==> config.mk <==
export PLATFORM = sky130hd
export DESIGN_NAME = hann_overlap_frame_windower_flat
export DESIGN_NICKNAME = d
export VERILOG_FILES = /design/src/sv/hofw_pkg.sv /design/src/sv/hofw_stream_if.sv /design/src/sv/hofw_ctrl.sv /design/src/sv/hofw_datapath.sv /design/src/sv/hann_overlap_frame_windower.sv /design/src/flat_wrapper.sv
export SDC_FILE = /design/constraint.sdc
export NUM_CORES = 1
export LEC_CHECK = 0
export BUFFER_PORTS_ARGS = -buffer_cell sky130_fd_sc_hd__buf_4
export CAP_MARGIN = 5
export CORE_UTILIZATION = 50
export DETAILED_ROUTE_END_ITERATION = 7
export PLACE_DENSITY = 0.76
export SYNTH_ARGS = -nofsm -noshare
export SYNTH_HDL_FRONTEND = slang
export SYNTH_SLANG_ARGS = --single-unit
==> constraint.sdc <==
create_clock -name clk -period 3.7 [get_ports clk]
set_input_delay 0.555 -clock clk [delete_from_list [all_inputs] [get_ports clk]]
set_output_delay 0.555 -clock clk [all_outputs]
set_load 0.01 [all_outputs]
==> src/sv/hofw_pkg.sv <==
// hofw_pkg: shared types and constants of the overlapped Hann frame windower.
// No dependencies; used by the controller, datapath and top level.
package hofw_pkg;

	localparam int WINDOW_SIZE_DEF = 64;
	localparam int SAMPLE_W        = 16;
	localparam int COEF_W          = 17;
	localparam int POS_W           = 6;
	localparam int STEP_W          = 16;
	localparam int FRAC_W          = 15;
	localparam int PROD_W          = SAMPLE_W + COEF_W + 1;

	localparam logic [STEP_W-1:0] STEP_SIZE_RST = 16'd32;

	// fixed-point constants for the coefficient table (Q30; COEF_ONE is 1.0 in Q15)
	localparam logic [63:0] PI_Q30  = 64'd3373259426;
	localparam logic [63:0] ONE_Q30 = 64'd1073741824;
	localparam logic [63:0] COEF_ONE = 64'd32768;

	typedef struct packed {
		logic signed [SAMPLE_W-1:0] sample;
	} in_word_t;

	typedef struct packed {
		logic signed [SAMPLE_W-1:0] windowed_sample;
		logic [POS_W-1:0]           frame_position;
		logic                       frame_last;
	} out_word_t;

	// controller -> datapath
	typedef struct packed {
		logic take;
		logic issue;
		logic last;
	} cmd_t;

	// datapath -> controller
	typedef struct packed {
		logic frame_due;
		logic pipe_en;
	} status_t;

endpackage

==> src/sv/hofw_stream_if.sv <==
// hofw_stream_if: valid/ready stream channel carrying one payload word.
// Depends on nothing; the payload type is set per instance.
interface hofw_stream_if #(
	parameter type payload_t = logic
);
	logic     valid;
	logic     ready;
	payload_t data;

	modport source (output valid, output data, input ready);
	modport sink (input valid, input data, output ready);
endinterface

==> src/sv/hofw_ctrl.sv <==
// hofw_ctrl: state machine that takes samples and sequences frame read-out.
// Depends on hofw_pkg (cmd_t, status_t).
module hofw_ctrl #(
	parameter int WINDOW_SIZE = hofw_pkg::WINDOW_SIZE_DEF
) (
	input  logic                       clk,
	input  logic                       arst_n,
	input  logic                       in_valid,
	output logic                       in_ready,
	input  hofw_pkg::status_t          status,
	output hofw_pkg::cmd_t             cmd,
	output logic [$clog2(WINDOW_SIZE)-1:0] rd_idx
);

	localparam int AW = $clog2(WINDOW_SIZE);
	localparam logic [AW-1:0] IDX_LAST = AW'(WINDOW_SIZE - 1);

	typedef enum logic [1:0] {
		ST_IDLE = 2'b01,
		ST_EMIT = 2'b10
	} state_t;

	state_t        state_q;
	logic [AW-1:0] idx_q;

	assign in_ready  = (state_q == ST_IDLE);
	assign cmd.take  = in_valid && (state_q == ST_IDLE);
	assign cmd.issue = (state_q == ST_EMIT) && status.pipe_en;
	assign cmd.last  = (idx_q == IDX_LAST);
	assign rd_idx    = idx_q;

	always_ff @(posedge clk or negedge arst_n) begin
		if (!arst_n) begin
			state_q <= ST_IDLE;
			idx_q   <= '0;
		end else begin
			unique case (state_q)
				ST_IDLE: begin
					if (cmd.take && status.frame_due) begin
						state_q <= ST_EMIT;
						idx_q   <= '0;
					end
				end
				ST_EMIT: begin
					if (cmd.issue) begin
						if (cmd.last) begin
							state_q <= ST_IDLE;
						end else begin
							idx_q <= idx_q + 1'b1;
						end
					end
				end
				default: begin
					state_q <= ST_IDLE;
				end
			endcase
		end
	end

endmodule

==> src/sv/hofw_datapath.sv <==
// hofw_datapath: sample ring, hop counter, Hann table and windowing pipeline.
// Depends on hofw_pkg; driven by hofw_ctrl through cmd_t / status_t.
module hofw_datapath #(
	parameter int WINDOW_SIZE = hofw_pkg::WINDOW_SIZE_DEF
) (
	input  logic                                   clk,
	input  logic                                   arst_n,
	input  logic                                   cfg_we,
	input  logic [hofw_pkg::STEP_W-1:0]            cfg_wdata,
	input  logic signed [hofw_pkg::SAMPLE_W-1:0]   sample,
	input  hofw_pkg::cmd_t                         cmd,
	input  logic [$clog2(WINDOW_SIZE)-1:0]         rd_idx,
	output hofw_pkg::status_t                      status,
	input  logic                                   out_ready,
	output logic                                   out_valid,
	output hofw_pkg::out_word_t                    out_word
);

	localparam int AW = $clog2(WINDOW_SIZE);
	localparam int SW = hofw_pkg::SAMPLE_W;
	localparam int CW = hofw_pkg::COEF_W;
	localparam int PW = hofw_pkg::PROD_W;
	localparam int RW = PW - hofw_pkg::FRAC_W + 1;
	localparam logic [AW-1:0] POS_LAST = AW'(WINDOW_SIZE - 1);
	localparam logic [AW:0]   WSIZE    = (AW+1)'(WINDOW_SIZE);
	localparam logic [63:0]   M        = 64'(WINDOW_SIZE - 1);

	// symmetric Hann table: sin^2(pi*k/M) from a truncated Q30 sine series
	logic [CW-1:0] coef_rom [WINDOW_SIZE];

	for (genvar k = 0; k < WINDOW_SIZE; k++) begin : g_coef
		localparam logic [63:0] K  = 64'(k);
		localparam logic [63:0] J  = (K < M - K) ? K : M - K;
		localparam logic [63:0] X  = (hofw_pkg::PI_Q30 * J) / M;
		localparam logic [63:0] X2 = (X * X) >> 30;
		localparam logic [63:0] T1 = ((X * X2) >> 30) / 6;
		localparam logic [63:0] T2 = ((T1 * X2) >> 30) / 20;
		localparam logic [63:0] T3 = ((T2 * X2) >> 30) / 42;
		localparam logic [63:0] T4 = ((T3 * X2) >> 30) / 72;
		localparam logic [63:0] T5 = ((T4 * X2) >> 30) / 110;
		localparam logic [63:0] T6 = ((T5 * X2) >> 30) / 156;
		localparam logic [63:0] SP = X + T2 + T4 + T6;
		localparam logic [63:0] SN = T1 + T3 + T5;
		localparam logic [63:0] SD = (SP < SN) ? 64'd0 : SP - SN;
		localparam logic [63:0] S  = (SD > hofw_pkg::ONE_Q30) ? hofw_pkg::ONE_Q30 : SD;
		localparam logic [63:0] C  = (S * S + (64'd1 << 44)) >> 45;
		localparam logic [63:0] CC = (C > hofw_pkg::COEF_ONE) ? hofw_pkg::COEF_ONE : C;
		assign coef_rom[k] = CW'(CC);
	end

	// registers
	logic [hofw_pkg::STEP_W-1:0] step_q;
	logic [hofw_pkg::STEP_W-1:0] hop_q;
	logic [hofw_pkg::STEP_W-1:0] hop_next;
	logic [AW-1:0]               wp_q;
	logic signed [SW-1:0]        ring_mem [WINDOW_SIZE];
	logic [WINDOW_SIZE-1:0]      ring_vld_q;

	assign hop_next         = hop_q + 1'b1;
	assign status.frame_due = (hop_next == step_q);

	always_ff @(posedge clk or negedge arst_n) begin
		if (!arst_n) begin
			step_q     <= hofw_pkg::STEP_SIZE_RST;
			hop_q      <= '0;
			wp_q       <= '0;
			ring_vld_q <= '0;
		end else begin
			if (cfg_we) begin
				step_q <= cfg_wdata;
			end
			if (cmd.take) begin
				hop_q            <= status.frame_due ? '0 : hop_next;
				wp_q             <= (wp_q == POS_LAST) ? '0 : wp_q + 1'b1;
				ring_vld_q[wp_q] <= 1'b1;
			end
		end
	end

	always_ff @(posedge clk) begin
		if (cmd.take) begin
			ring_mem[wp_q] <= sample;
		end
	end

	// ring address: oldest sample sits at the write position
	logic [AW:0]   addr_sum;
	logic [AW:0]   addr_wrap;
	logic [AW-1:0] rd_addr;

	assign addr_sum  = {1'b0, wp_q} + {1'b0, rd_idx};
	assign addr_wrap = (addr_sum >= WSIZE) ? addr_sum - WSIZE : addr_sum;
	assign rd_addr   = addr_wrap[AW-1:0];

	// pipeline advances whenever the output slot is free or being drained
	logic pipe_en;
	assign pipe_en        = !out_valid || out_ready;
	assign status.pipe_en = pipe_en;

	logic                 vld_s1, vld_s2, vld_q;
	logic signed [SW-1:0] smp_s1;
	logic                 wrt_s1;
	logic [CW-1:0]        coef_s1;
	logic [AW-1:0]        pos_s1, pos_s2;
	logic                 last_s1, last_s2;
	logic signed [PW-1:0] prod_s2;
	hofw_pkg::out_word_t  out_q;

	always_ff @(posedge clk or negedge arst_n) begin
		if (!arst_n) begin
			vld_s1 <= 1'b0;
			vld_s2 <= 1'b0;
			vld_q  <= 1'b0;
		end else if (pipe_en) begin
			vld_s1 <= cmd.issue;
			vld_s2 <= vld_s1;
			vld_q  <= vld_s2;
		end
	end

	always_ff @(posedge clk) begin
		if (pipe_en) begin
			smp_s1 <= ring_mem[rd_addr];
		end
	end

	// round half up, then saturate
	logic signed [PW:0]   biased;
	logic signed [RW-1:0] shifted;
	logic signed [SW-1:0] sat;

	assign biased  = {prod_s2[PW-1], prod_s2} + (PW+1)'(16384);
	assign shifted = biased[PW:hofw_pkg::FRAC_W];

	always_comb begin
		priority if (shifted > RW'(32767)) begin
			sat = 16'sh7fff;
		end else if (shifted < -RW'(32768)) begin
			sat = 16'sh8000;
		end else begin
			sat = shifted[SW-1:0];
		end
	end

	always_ff @(posedge clk) begin
		if (pipe_en) begin
			wrt_s1  <= ring_vld_q[rd_addr];
			coef_s1 <= coef_rom[rd_idx];
			pos_s1  <= rd_idx;
			last_s1 <= cmd.last;

			prod_s2 <= (wrt_s1 ? smp_s1 : SW'(0)) * $signed({1'b0, coef_s1});
			pos_s2  <= pos_s1;
			last_s2 <= last_s1;

			out_q.windowed_sample <= sat;
			out_q.frame_position  <= hofw_pkg::POS_W'(pos_s2);
			out_q.frame_last      <= last_s2;
		end
	end

	assign out_valid = vld_q;
	assign out_word  = out_q;

endmodule

==> src/sv/hann_overlap_frame_windower.sv <==
// Overlapped Hann frame windower: ring of the last WINDOW_SIZE samples, one frame per hop.
// A sample that completes a hop holds input ready low until all WINDOW_SIZE read-outs of the
// frame have issued, one per cycle while the sink does not stall.
// The first result of a frame passes the s1, s2 and output registers; then one word/cycle
// while the sink is ready. Reset (arst_n, async): ring reads as zeros until written,
// write position and hop count zero, step_size 32.
module hann_overlap_frame_windower #(
	parameter int WINDOW_SIZE = hofw_pkg::WINDOW_SIZE_DEF
) (
	input  logic                           clk,
	input  logic                           arst_n,
	input  logic                           cfg_we,
	input  logic [hofw_pkg::STEP_W-1:0]    cfg_wdata,
	hofw_stream_if.sink                    audio,
	hofw_stream_if.source                  windowed
);

	localparam int AW = $clog2(WINDOW_SIZE);

	hofw_pkg::cmd_t      cmd;
	hofw_pkg::status_t   status;
	logic [AW-1:0]       rd_idx;
	hofw_pkg::in_word_t  in_word;
	hofw_pkg::out_word_t out_word;
	logic                out_valid;

	assign in_word = audio.data;

	hofw_ctrl #(
		.WINDOW_SIZE(WINDOW_SIZE)
	) u_ctrl (
		.clk      (clk),
		.arst_n   (arst_n),
		.in_valid (audio.valid),
		.in_ready (audio.ready),
		.status   (status),
		.cmd      (cmd),
		.rd_idx   (rd_idx)
	);

	hofw_datapath #(
		.WINDOW_SIZE(WINDOW_SIZE)
	) u_datapath (
		.clk       (clk),
		.arst_n    (arst_n),
		.cfg_we    (cfg_we),
		.cfg_wdata (cfg_wdata),
		.sample    (in_word.sample),
		.cmd       (cmd),
		.rd_idx    (rd_idx),
		.status    (status),
		.out_ready (windowed.ready),
		.out_valid (out_valid),
		.out_word  (out_word)
	);

	assign windowed.valid = out_valid;
	assign windowed.data  = out_word;

endmodule
==> src/flat_wrapper.sv <==
// flat-port wrapper written by rule: the top's interface ports become plain ports
module hann_overlap_frame_windower_flat 
#(
	parameter int WINDOW_SIZE = hofw_pkg::WINDOW_SIZE_DEF
)
  (clk, arst_n, cfg_we, cfg_wdata, audio_valid, audio_data, audio_ready, windowed_valid, windowed_data, windowed_ready);
  hofw_stream_if audio_i ();
  hofw_stream_if windowed_i ();
  input  logic clk;
  input  logic arst_n;
  input  logic cfg_we;
  input  logic [hofw_pkg::STEP_W-1:0] cfg_wdata;
  input wire logic [$bits(audio_i.valid)-1:0] audio_valid;
  input wire logic [$bits(audio_i.data)-1:0] audio_data;
  output wire logic [$bits(audio_i.ready)-1:0] audio_ready;
  output wire logic [$bits(windowed_i.valid)-1:0] windowed_valid;
  output wire logic [$bits(windowed_i.data)-1:0] windowed_data;
  input wire logic [$bits(windowed_i.ready)-1:0] windowed_ready;
  assign audio_i.valid = audio_valid;
  assign audio_i.data = audio_data;
  assign audio_ready = audio_i.ready;
  assign windowed_valid = windowed_i.valid;
  assign windowed_data = windowed_i.data;
  assign windowed_i.ready = windowed_ready;
  hann_overlap_frame_windower #(.WINDOW_SIZE(WINDOW_SIZE)) u_core (.clk(clk), .arst_n(arst_n), .cfg_we(cfg_we), .cfg_wdata(cfg_wdata), .audio(audio_i), .windowed(windowed_i));
endmodule
## Yosys cells after proc, flatten, opt, wreduce, memory -nomap -nowiden

Cells that the tools add are included.

| word-level totals | value |
|---|---|
| register bits after elaboration | 46 |
| bits of input ports | 22 |
| output and inout port bits | 3 |
| word-level logic and storage cells | 37 |

| operators by class | value |
|---|---|
| add/subtract/negate cells | 2 |
| equal/unequal tests | 8 |
| muxes and demuxes | 9 |
| reduce and logical (&&, ||, !) cells | 8 |

Operators by type and width:

| kind | count |
|---|---|
| 6-bit 2-to-1 mux | 3 |
| 16-bit by 1-bit adder with 16-bit output (second input constant) | 1 |
| 16-bit equality test | 1 |
| 16-bit 2-to-1 mux | 1 |
| 6-bit one-hot mux with 2 select lines | 1 |
| 6-bit by 1-bit adder with 6-bit output (second input constant) | 1 |
| 6-bit equality test (second input constant) | 1 |
| 2-bit 2-to-1 mux | 3 |
| 2-bit != test (second input constant) | 3 |
| 2-bit one-hot mux with 2 select lines | 1 |
| 4-bit AND reduction | 1 |
| 1-bit logical AND | 3 |
| 3-bit AND reduction | 1 |
| 2-bit by 1-bit equality test with 1-bit output (second input constant) | 1 |
| 2-bit equality test (second input constant) | 1 |
| 2-bit by 1-bit != test with 1-bit output (second input constant) | 1 |
| 2-bit nonzero test | 1 |
| 1-bit logical NOT | 1 |
| 1-bit logical OR | 1 |

## Longest topological paths before layout

Gate-level depths: netlist (run 1).

| logic depth | value |
|---|---|
| depth in word-level cells | 5 |
| gate-level depth with buffers | 12 |
| mapped depth without buffers | 9 |

## Hierarchy

Synthesis (run 1) repeated with hierarchy kept, for this count alone.

| unflattened totals | value |
|---|---|
| cell total of the unflattened synthesis | 3544 |
| area total of the unflattened synthesis | 58747.6 sq um |

By module, submodules not included:

| module | times used | cells each | area each (sq um) | seq. area each (sq um) |
|---|---|---|---|---|
| hofw_datapath | 1 | 3502 | 58293.4 | 36050.8 |
| hofw_ctrl | 1 | 41 | 450.4 | 201.4 |
| hann_overlap_frame_windower | 1 | 1 | 3.8 | 0.0 |

## Worst setup path after synthesis (run 1)

Ideal clock, no wire load.

| timing | value |
|---|---|
| kind | flip-flop to flip-flop |
| from | reg u_core.u_datapath.hop_q[0] (netlist name) |
| to | reg u_core.u_datapath.hop_q[13] (netlist name) |
| library setup time | 0.101 ns |
| arrival time | 2.469 ns |
| data required time | 3.599 ns |
| path slack | 1.131 ns |
| stages on the path, launching flop included | 13 |
| buffers on the path | 3 |
| period minus slack after synthesis | 2.569 ns |
| cells stage by stage | dfrtp_1 -> ha_1 -> and4_1 -> buf_4 -> nand4_1 -> xor2_1 -> a311oi_1 -> nor4b_2 -> and3_1 -> buf_6 -> or2_1 -> buf_6 -> o311ai_2 |

| between the ends | value |
|---|---|
| cells in the longest elaborated chain, start to end | 3 |

RTL lines:

| item | line | text |
|---|---|---|
| from (decl) | hofw_datapath.sv:53 | `logic [hofw_pkg::STEP_W-1:0] hop_q;` |
| from (signal assigned) | hofw_datapath.sv:73 | `hop_q <= status.frame_due ? '0 : hop_next;` |
| 16-bit by 1-bit adder with 16-bit output * | hofw_datapath.sv:59 | `assign hop_next = hop_q + 1'b1;` |
| 16-bit equality test | hofw_datapath.sv:60 | `assign status.frame_due = (hop_next == step_q);` |
| 16-bit 2-to-1 mux * | hofw_datapath.sv:73 |  |

Every way passes the cells marked *; elsewhere a longest branch is shown, timed or not.
A chain may end at the register's enable or synchronous reset.

## Worst setup path after layout (run 1)

| timing | value |
|---|---|
| from | reg u_core.u_datapath.hop_q[0] (netlist name) |
| to | reg u_core.u_datapath.hop_q[15] (netlist name) |

The elaborated chain is that of the path after synthesis.

==> impl_metrics.ini, run 1 <==
[floorplan]
ios = 25
rows = 26
dieArea_um2 = 5700
die_x_um = 75.5
die_y_um = 75.5
core-area_um2 = 5140
start_util_pct = 52.5

[worst_setup_path]
required_ns = 3.86
cp_data_arrival_time_ns = 3.42
path_class = reg2reg
end_kind = flop
crit_path_start_kind = flop
rr_worst_depth = 10
critPathMaxFanout = 11

[routing]
ant_nets = 0
via_count = 2079
drt_wl_total_um = 5310
first_pass_iters = 5
avgViaCountPerCell = 5.94
drc_errors = 0
drt_iter0_drc = 150
wl_per_cell_um = 15.2

[place]
pre_cts_slack_ns = 0.465
dp_hpwl_um = 3640
gp_congestion = 0.875
port_buffers = 23
post-place-cells = 342

[finish]
syn2layout_area_growth_pct = 8.72
fin_cells = 350
final_layout_size_suffix_gt1_share_pct = 20.7
layout.nets = 303
diodes = 0

[yosys]
synth_seq_cells = 46
synth_top_family_by_area = simple AND/OR/NAND/NOR gates
synth-xor-area-share_pct = 5.84
synth_edf_count = 3
syn_avg_cell_area_um2 = 10.1
synth_compound_area_share_pct = 16.1
synth_cell_types = 57
synthAdderAreaFrac_pct = 0.927
synthArstFlopShare_pct = 93.5
synth-main-ff-cell = dfrtp_1
seq_area_frac_synth_pct = 43.3
synth_nets = 291
netlist_instances = 267
synth_simple_gate_area_share_pct = 20.7
ys_warn_count = 0
synth.area.mux_share_pct = 7.46
netlist_area_um2 = 2700

[sta]
hold_violations = 0
fin_skew_ns = 0.00788
fin_hold_ws_ns = 0.242
fin_crit_ns = 3.26
fin_crit_sh_pct = 88.2
rsz0062_at_grt = no
setup_ws_ns = 0.437
timing.fmax_mhz = 307
slew_viol_final = 0
setup_viol = 0
finalSetupTns_ns = 0
tightestPinTransition_ns = 0.774
max_slew_margin_pct = 48.3

[job]
maxCapViolations = 0

[power]
power_density_nw_per_um2 = 501
peakVddDrop_v = 0.000322
power.leakage_uw = 0.00122

[clock_network]
cts_resized = 0
cts_hold_buf = 0
htree_levels = 2
clk_latency_ns = 0.30
root_buffer = clkbuf_8
clockBufferDepth = 2
cts_made_buffers = 5
post-cts-setup-buffers = 0
cts.clk_slew.worst_paths_ns = 0.08
cts_tree = yes
cts_sinks = 46

[grt]
antenna_found_initial = 0
globalRouteOverflowTotal = 0
grt_pass1_vias = 1907
grt_max_degree = 44
grtUsageTotal_pct = 20.3
grt_pass1_wl_um = 8630

[min_path]
hp-class = in2async

[run_status]
status = finished clean
## layout by cell type, fill, tap and decap left out, types with 3 or more instances in the layout
cell       count
a21oi_1       15
nand4_1        9
o21ai_0        8
nor2_1         6
nand2_1       22
nor3_1         3
nand3b_1       5
mux2_2        17
nand3_1        8
inv_1          7
xor2_1         8
a21o_1         8
dfrtp_1       41
and3_1         6
o311ai_2       4
or3_1          9
xnor2_1       10
a2111oi_0      3
and4_1         3
clkbuf_1       3
clkbuf_8       5
edfxtp_1       3
nor2b_1        4
buf_4         26
a31oi_1        3
nand2b_1       4
## final timing paths
check	end	slack [ns]	from
worst max register to register	u_core.u_datapath.hop_q[15]	0.44	u_core.u_datapath.hop_q[0]
min in group clk	u_core.u_datapath.last_s2	0.44	u_core.u_datapath.last_s1
worst max-delay path	u_core.u_datapath.hop_q[15]	0.44	u_core.u_datapath.hop_q[0]
worst min-delay path	u_core.u_datapath.hop_q[6]	0.24	arst_n
worst min register to register	u_core.u_datapath.last_s2	0.44	u_core.u_datapath.last_s1
max in group asynchronous	u_core.u_ctrl.state_q[0]	3.08	arst_n
## cells in the mapped netlist (4+ instances only)
library cell,number,share of area [%]
dfrtp_1,41,38
nand2_1,22,3.1
mux2_2,17,7.1
a21oi_1,15,2.8
xnor2_1,10,3.2
nand4_1,9,2.1
or3_1,9,2.1
a21o_1,8,2.2
nand3_1,8,1.5
o21ai_0,8,1.5
xor2_1,8,2.6
clkbuf_1,7,0.97
inv_1,7,0.97
and3_1,6,1.4
buf_2,6,1.1
nor2_1,6,0.83
buf_4,5,1.4
nand3b_1,5,1.4
nand2b_1,4,0.93
nor2b_1,4,0.93
o311ai_2,4,2.4
## power by group
| group | leakage, uW | internal, uW | total, uW | switching (uW) |
|---|---|---|---|---|
| clock network | 0.0000395 | 135 | 298 | 163 |
| registers | 0.000531 | 572 | 686 | 114 |
| logic | 0.000648 | 214 | 487 | 273 |
| total | 0.00122 | 920 | 1470 | 551 |
## routing by layer
| layer | vias to the layer above | GRT usage (%) | share of wire [%] |
|---|---|---|---|
| met5 | - | 0 | 0 |
| met4 | 0 | 8.44 | 2.1 |
| met3 | 14 | 3.84 | 3.5 |
| met2 | 48 | 32.6 | 48 |
| met1 | 1019 | 27.2 | 47 |
| li1 | 998 | - | - |
## worst max-delay path: stages, from the launching register on
cell       delay (ns)
dfrtp_1          0.46
ha_1             0.24
buf_4            0.18
xnor2_1          0.12
or3_1            0.30
a2111oi_0        0.44
a311oi_1         0.12
nor4b_2          0.31
and3_1           0.38
or2_1            0.42
o311ai_2         0.15
## area by class of cell
cell class,instances,area [um^2]
multi-input combinational,193,1380
fill,485,2210
sequential,46,1170
tap,70,87.6
inverter,7,26.3
clock buffer,8,80.1
timing repair buffer,26,195
## through the flow
stage | util [%] | power, uW | area, um^2
after global routing | 57.1 | 1560 | 2930
after floorplan | - | 1070 | 2700
after global placement | 55.5 | 1150 | 2850
after detailed placement | 55.5 | 1170 | 2850
final | 57.1 | 1470 | 2930
after CTS | 57.1 | 1470 | 2930
## sequential cells by signal (all words and copies together) (netlist names)
register and flops:
u_core.u_datapath.vld_s1 1, u_core.u_datapath.vld_s2 1, u_core.u_datapath.out_word 1, u_core.u_ctrl.state_q 2
u_core.u_datapath.hop_q 16, u_core.u_ctrl.rd_idx 6, u_core.u_datapath.out_valid 1, u_core.u_datapath.last_s1 1
u_core.u_datapath.step_q 16, u_core.u_datapath.last_s2 1
## kinds of logic (layout without fill, tap and decap cells)
family,count (synthesis),in the layout
simple gates,96,96
compound gates,59,59
flops,46,46
buf+inv,28,41
xor+xnor,18,18
mux,18,18
fa+ha+maj,2,2
(Power assumes the default switching activity.)
==> run 2, diff against run 1 <==
- CELL_PAD_IN_SITES_DETAIL_PLACEMENT: unset -> 1
- CELL_PAD_IN_SITES_GLOBAL_PLACEMENT: unset -> 1
- CORE_UTILIZATION: 50 -> 46
- PLACE_DENSITY: 0.76 -> 0.86
==> impl_metrics.ini, run 2 (same netlist as run 1, synthesis figures left out) <==
[clock_network]
cts_resized = 0
clockBufferDepth = 2
cts_made_buffers = 5
cts_hold_buf = 0
cts.clk_slew.worst_paths_ns = 0.09
cts_tree = yes
post-cts-setup-buffers = 0
root_buffer = clkbuf_8
htree_levels = 2
clk_latency_ns = 0.30
cts_sinks = 46

[routing]
drt_wl_total_um = 6070
first_pass_iters = 4
avgViaCountPerCell = 5.98
ant_nets = 0
drt_iter0_drc = 100
wl_per_cell_um = 17.2
via_count = 2106
drc_errors = 0

[floorplan]
rows = 27
ios = 25
core-area_um2 = 5570
die_y_um = 78.6
die_x_um = 78.6
start_util_pct = 48.4
dieArea_um2 = 6180

[grt]
grt_pass1_wl_um = 10300
grtUsageMet3_pct = 3.14
grtUsageTotal_pct = 21.6
grt_max_degree = 44
globalRouteOverflowTotal = 0
met2_usage_pct = 36.9
antenna_found_initial = 0
grt.busiest_layer = met2
use_met1_pct = 27.5
grt_pass1_vias = 2176

[finish]
utilization_pct = 53.2
layout_commonest_cell = dfrtp_1
diodes = 0
final_layout_size_suffix_gt1_share_pct = 21.8
final.fill_count = 648
syn2layout_area_growth_pct = 9.87
layout.nets = 303
most-common-layout-cells = dfrtp_1 (41), buf_4 (26), nand2_1 (22)

[place]
dp_hpwl_um = 4290
pre_cts_slack_ns = 0.387
port_buffers = 23
gp_congestion = 0.793

[sta]
timing.fmax_mhz = 300
setup_viol = 0
fin_crit_ns = 3.33
hold_violations = 0
rsz0062_at_grt = no
fin_skew_ns = 0.0138
finalSetupTns_ns = 0
fin_crit_sh_pct = 90.1
tightestPinTransition_ns = 0.567
setup_ws_ns = 0.366
slew_viol_final = 0
max_slew_margin_pct = 62.2

[worst_setup_path]
required_ns = 3.87
end_kind = flop
critPathMaxFanout = 9
cp_data_arrival_time_ns = 3.50
path_class = reg2reg
crit_path_start_kind = flop

[power]
power.leakage_uw = 0.00124
power_density_nw_per_um2 = 525
peakVddDrop_v = 0.000271
power_uw = 1560

[min_path]
hp-class = in2async

[job]
maxCapViolations = 0

[run_status]
status = finished clean
run 2: worst paths after layout:
path | depth (start not counted) | start | end | slack, ns
max | 9 | u_core.u_datapath.hop_q[0] | u_core.u_datapath.hop_q[2] | 0.37
min reg2reg | 0 | u_core.u_datapath.last_s1 | u_core.u_datapath.last_s2 | 0.44
max in group asynchronous | 1 | arst_n | u_core.u_datapath.step_q[10] | 3.06
min in group clk | 0 | u_core.u_datapath.last_s1 | u_core.u_datapath.last_s2 | 0.44
min | 1 | arst_n | u_core.u_datapath.step_q[6] | 0.23
max reg2reg | 9 | u_core.u_datapath.hop_q[0] | u_core.u_datapath.hop_q[2] | 0.37
run 2: layout make-up:
type / count / area (um^2) / share of cell area (%)
multi-input combinational: 193 / 1380 / 46.4
timing repair buffer: 26 / 195 / 6.58
sequential: 46 / 1170 / 39.4
tap: 72 / 90.1 / 3.04
inverter: 7 / 26.3 / 0.886
clock buffer: 5 / 68.8 / 2.32
clock inverter: 3 / 40.0 / 1.35
run 2: per-stage QoR:
step	area [um^2]	instances	hold slack, ns
2_1_floorplan	2700	267	0.259
3_3_place_gp	2860	344	0.403
3_5_place_dp	2860	344	0.411
4_1_cts	2970	352	0.258
5_1_grt	2970	352	0.282
6_report	2970	352	0.232
run 2: layer usage:
layer	up-vias	wire, um
li1	1001	-
met1	1051	2740
met2	40	3000
met3	14	177
met4	0	153
met5	-	0
run 2: power breakdown:
group / internal, uW / leakage, uW / switching [uW]
registers: 572 / 0.000531 / 117
logic: 215 / 0.000648 / 280
clock network: 199 / 0.0000579 / 174
total: 985 / 0.00124 / 571
run 2: worst max-delay path: stages, from the launching register on:
cell and delay (ns):
dfrtp_1 0.47, ha_1 0.31, and4_1 0.46, nand3_1 0.17
a2111oi_0 0.40, a21oi_1 0.11, nor4b_2 0.38, and3_1 0.34
or2_1 0.41, o22ai_1 0.16
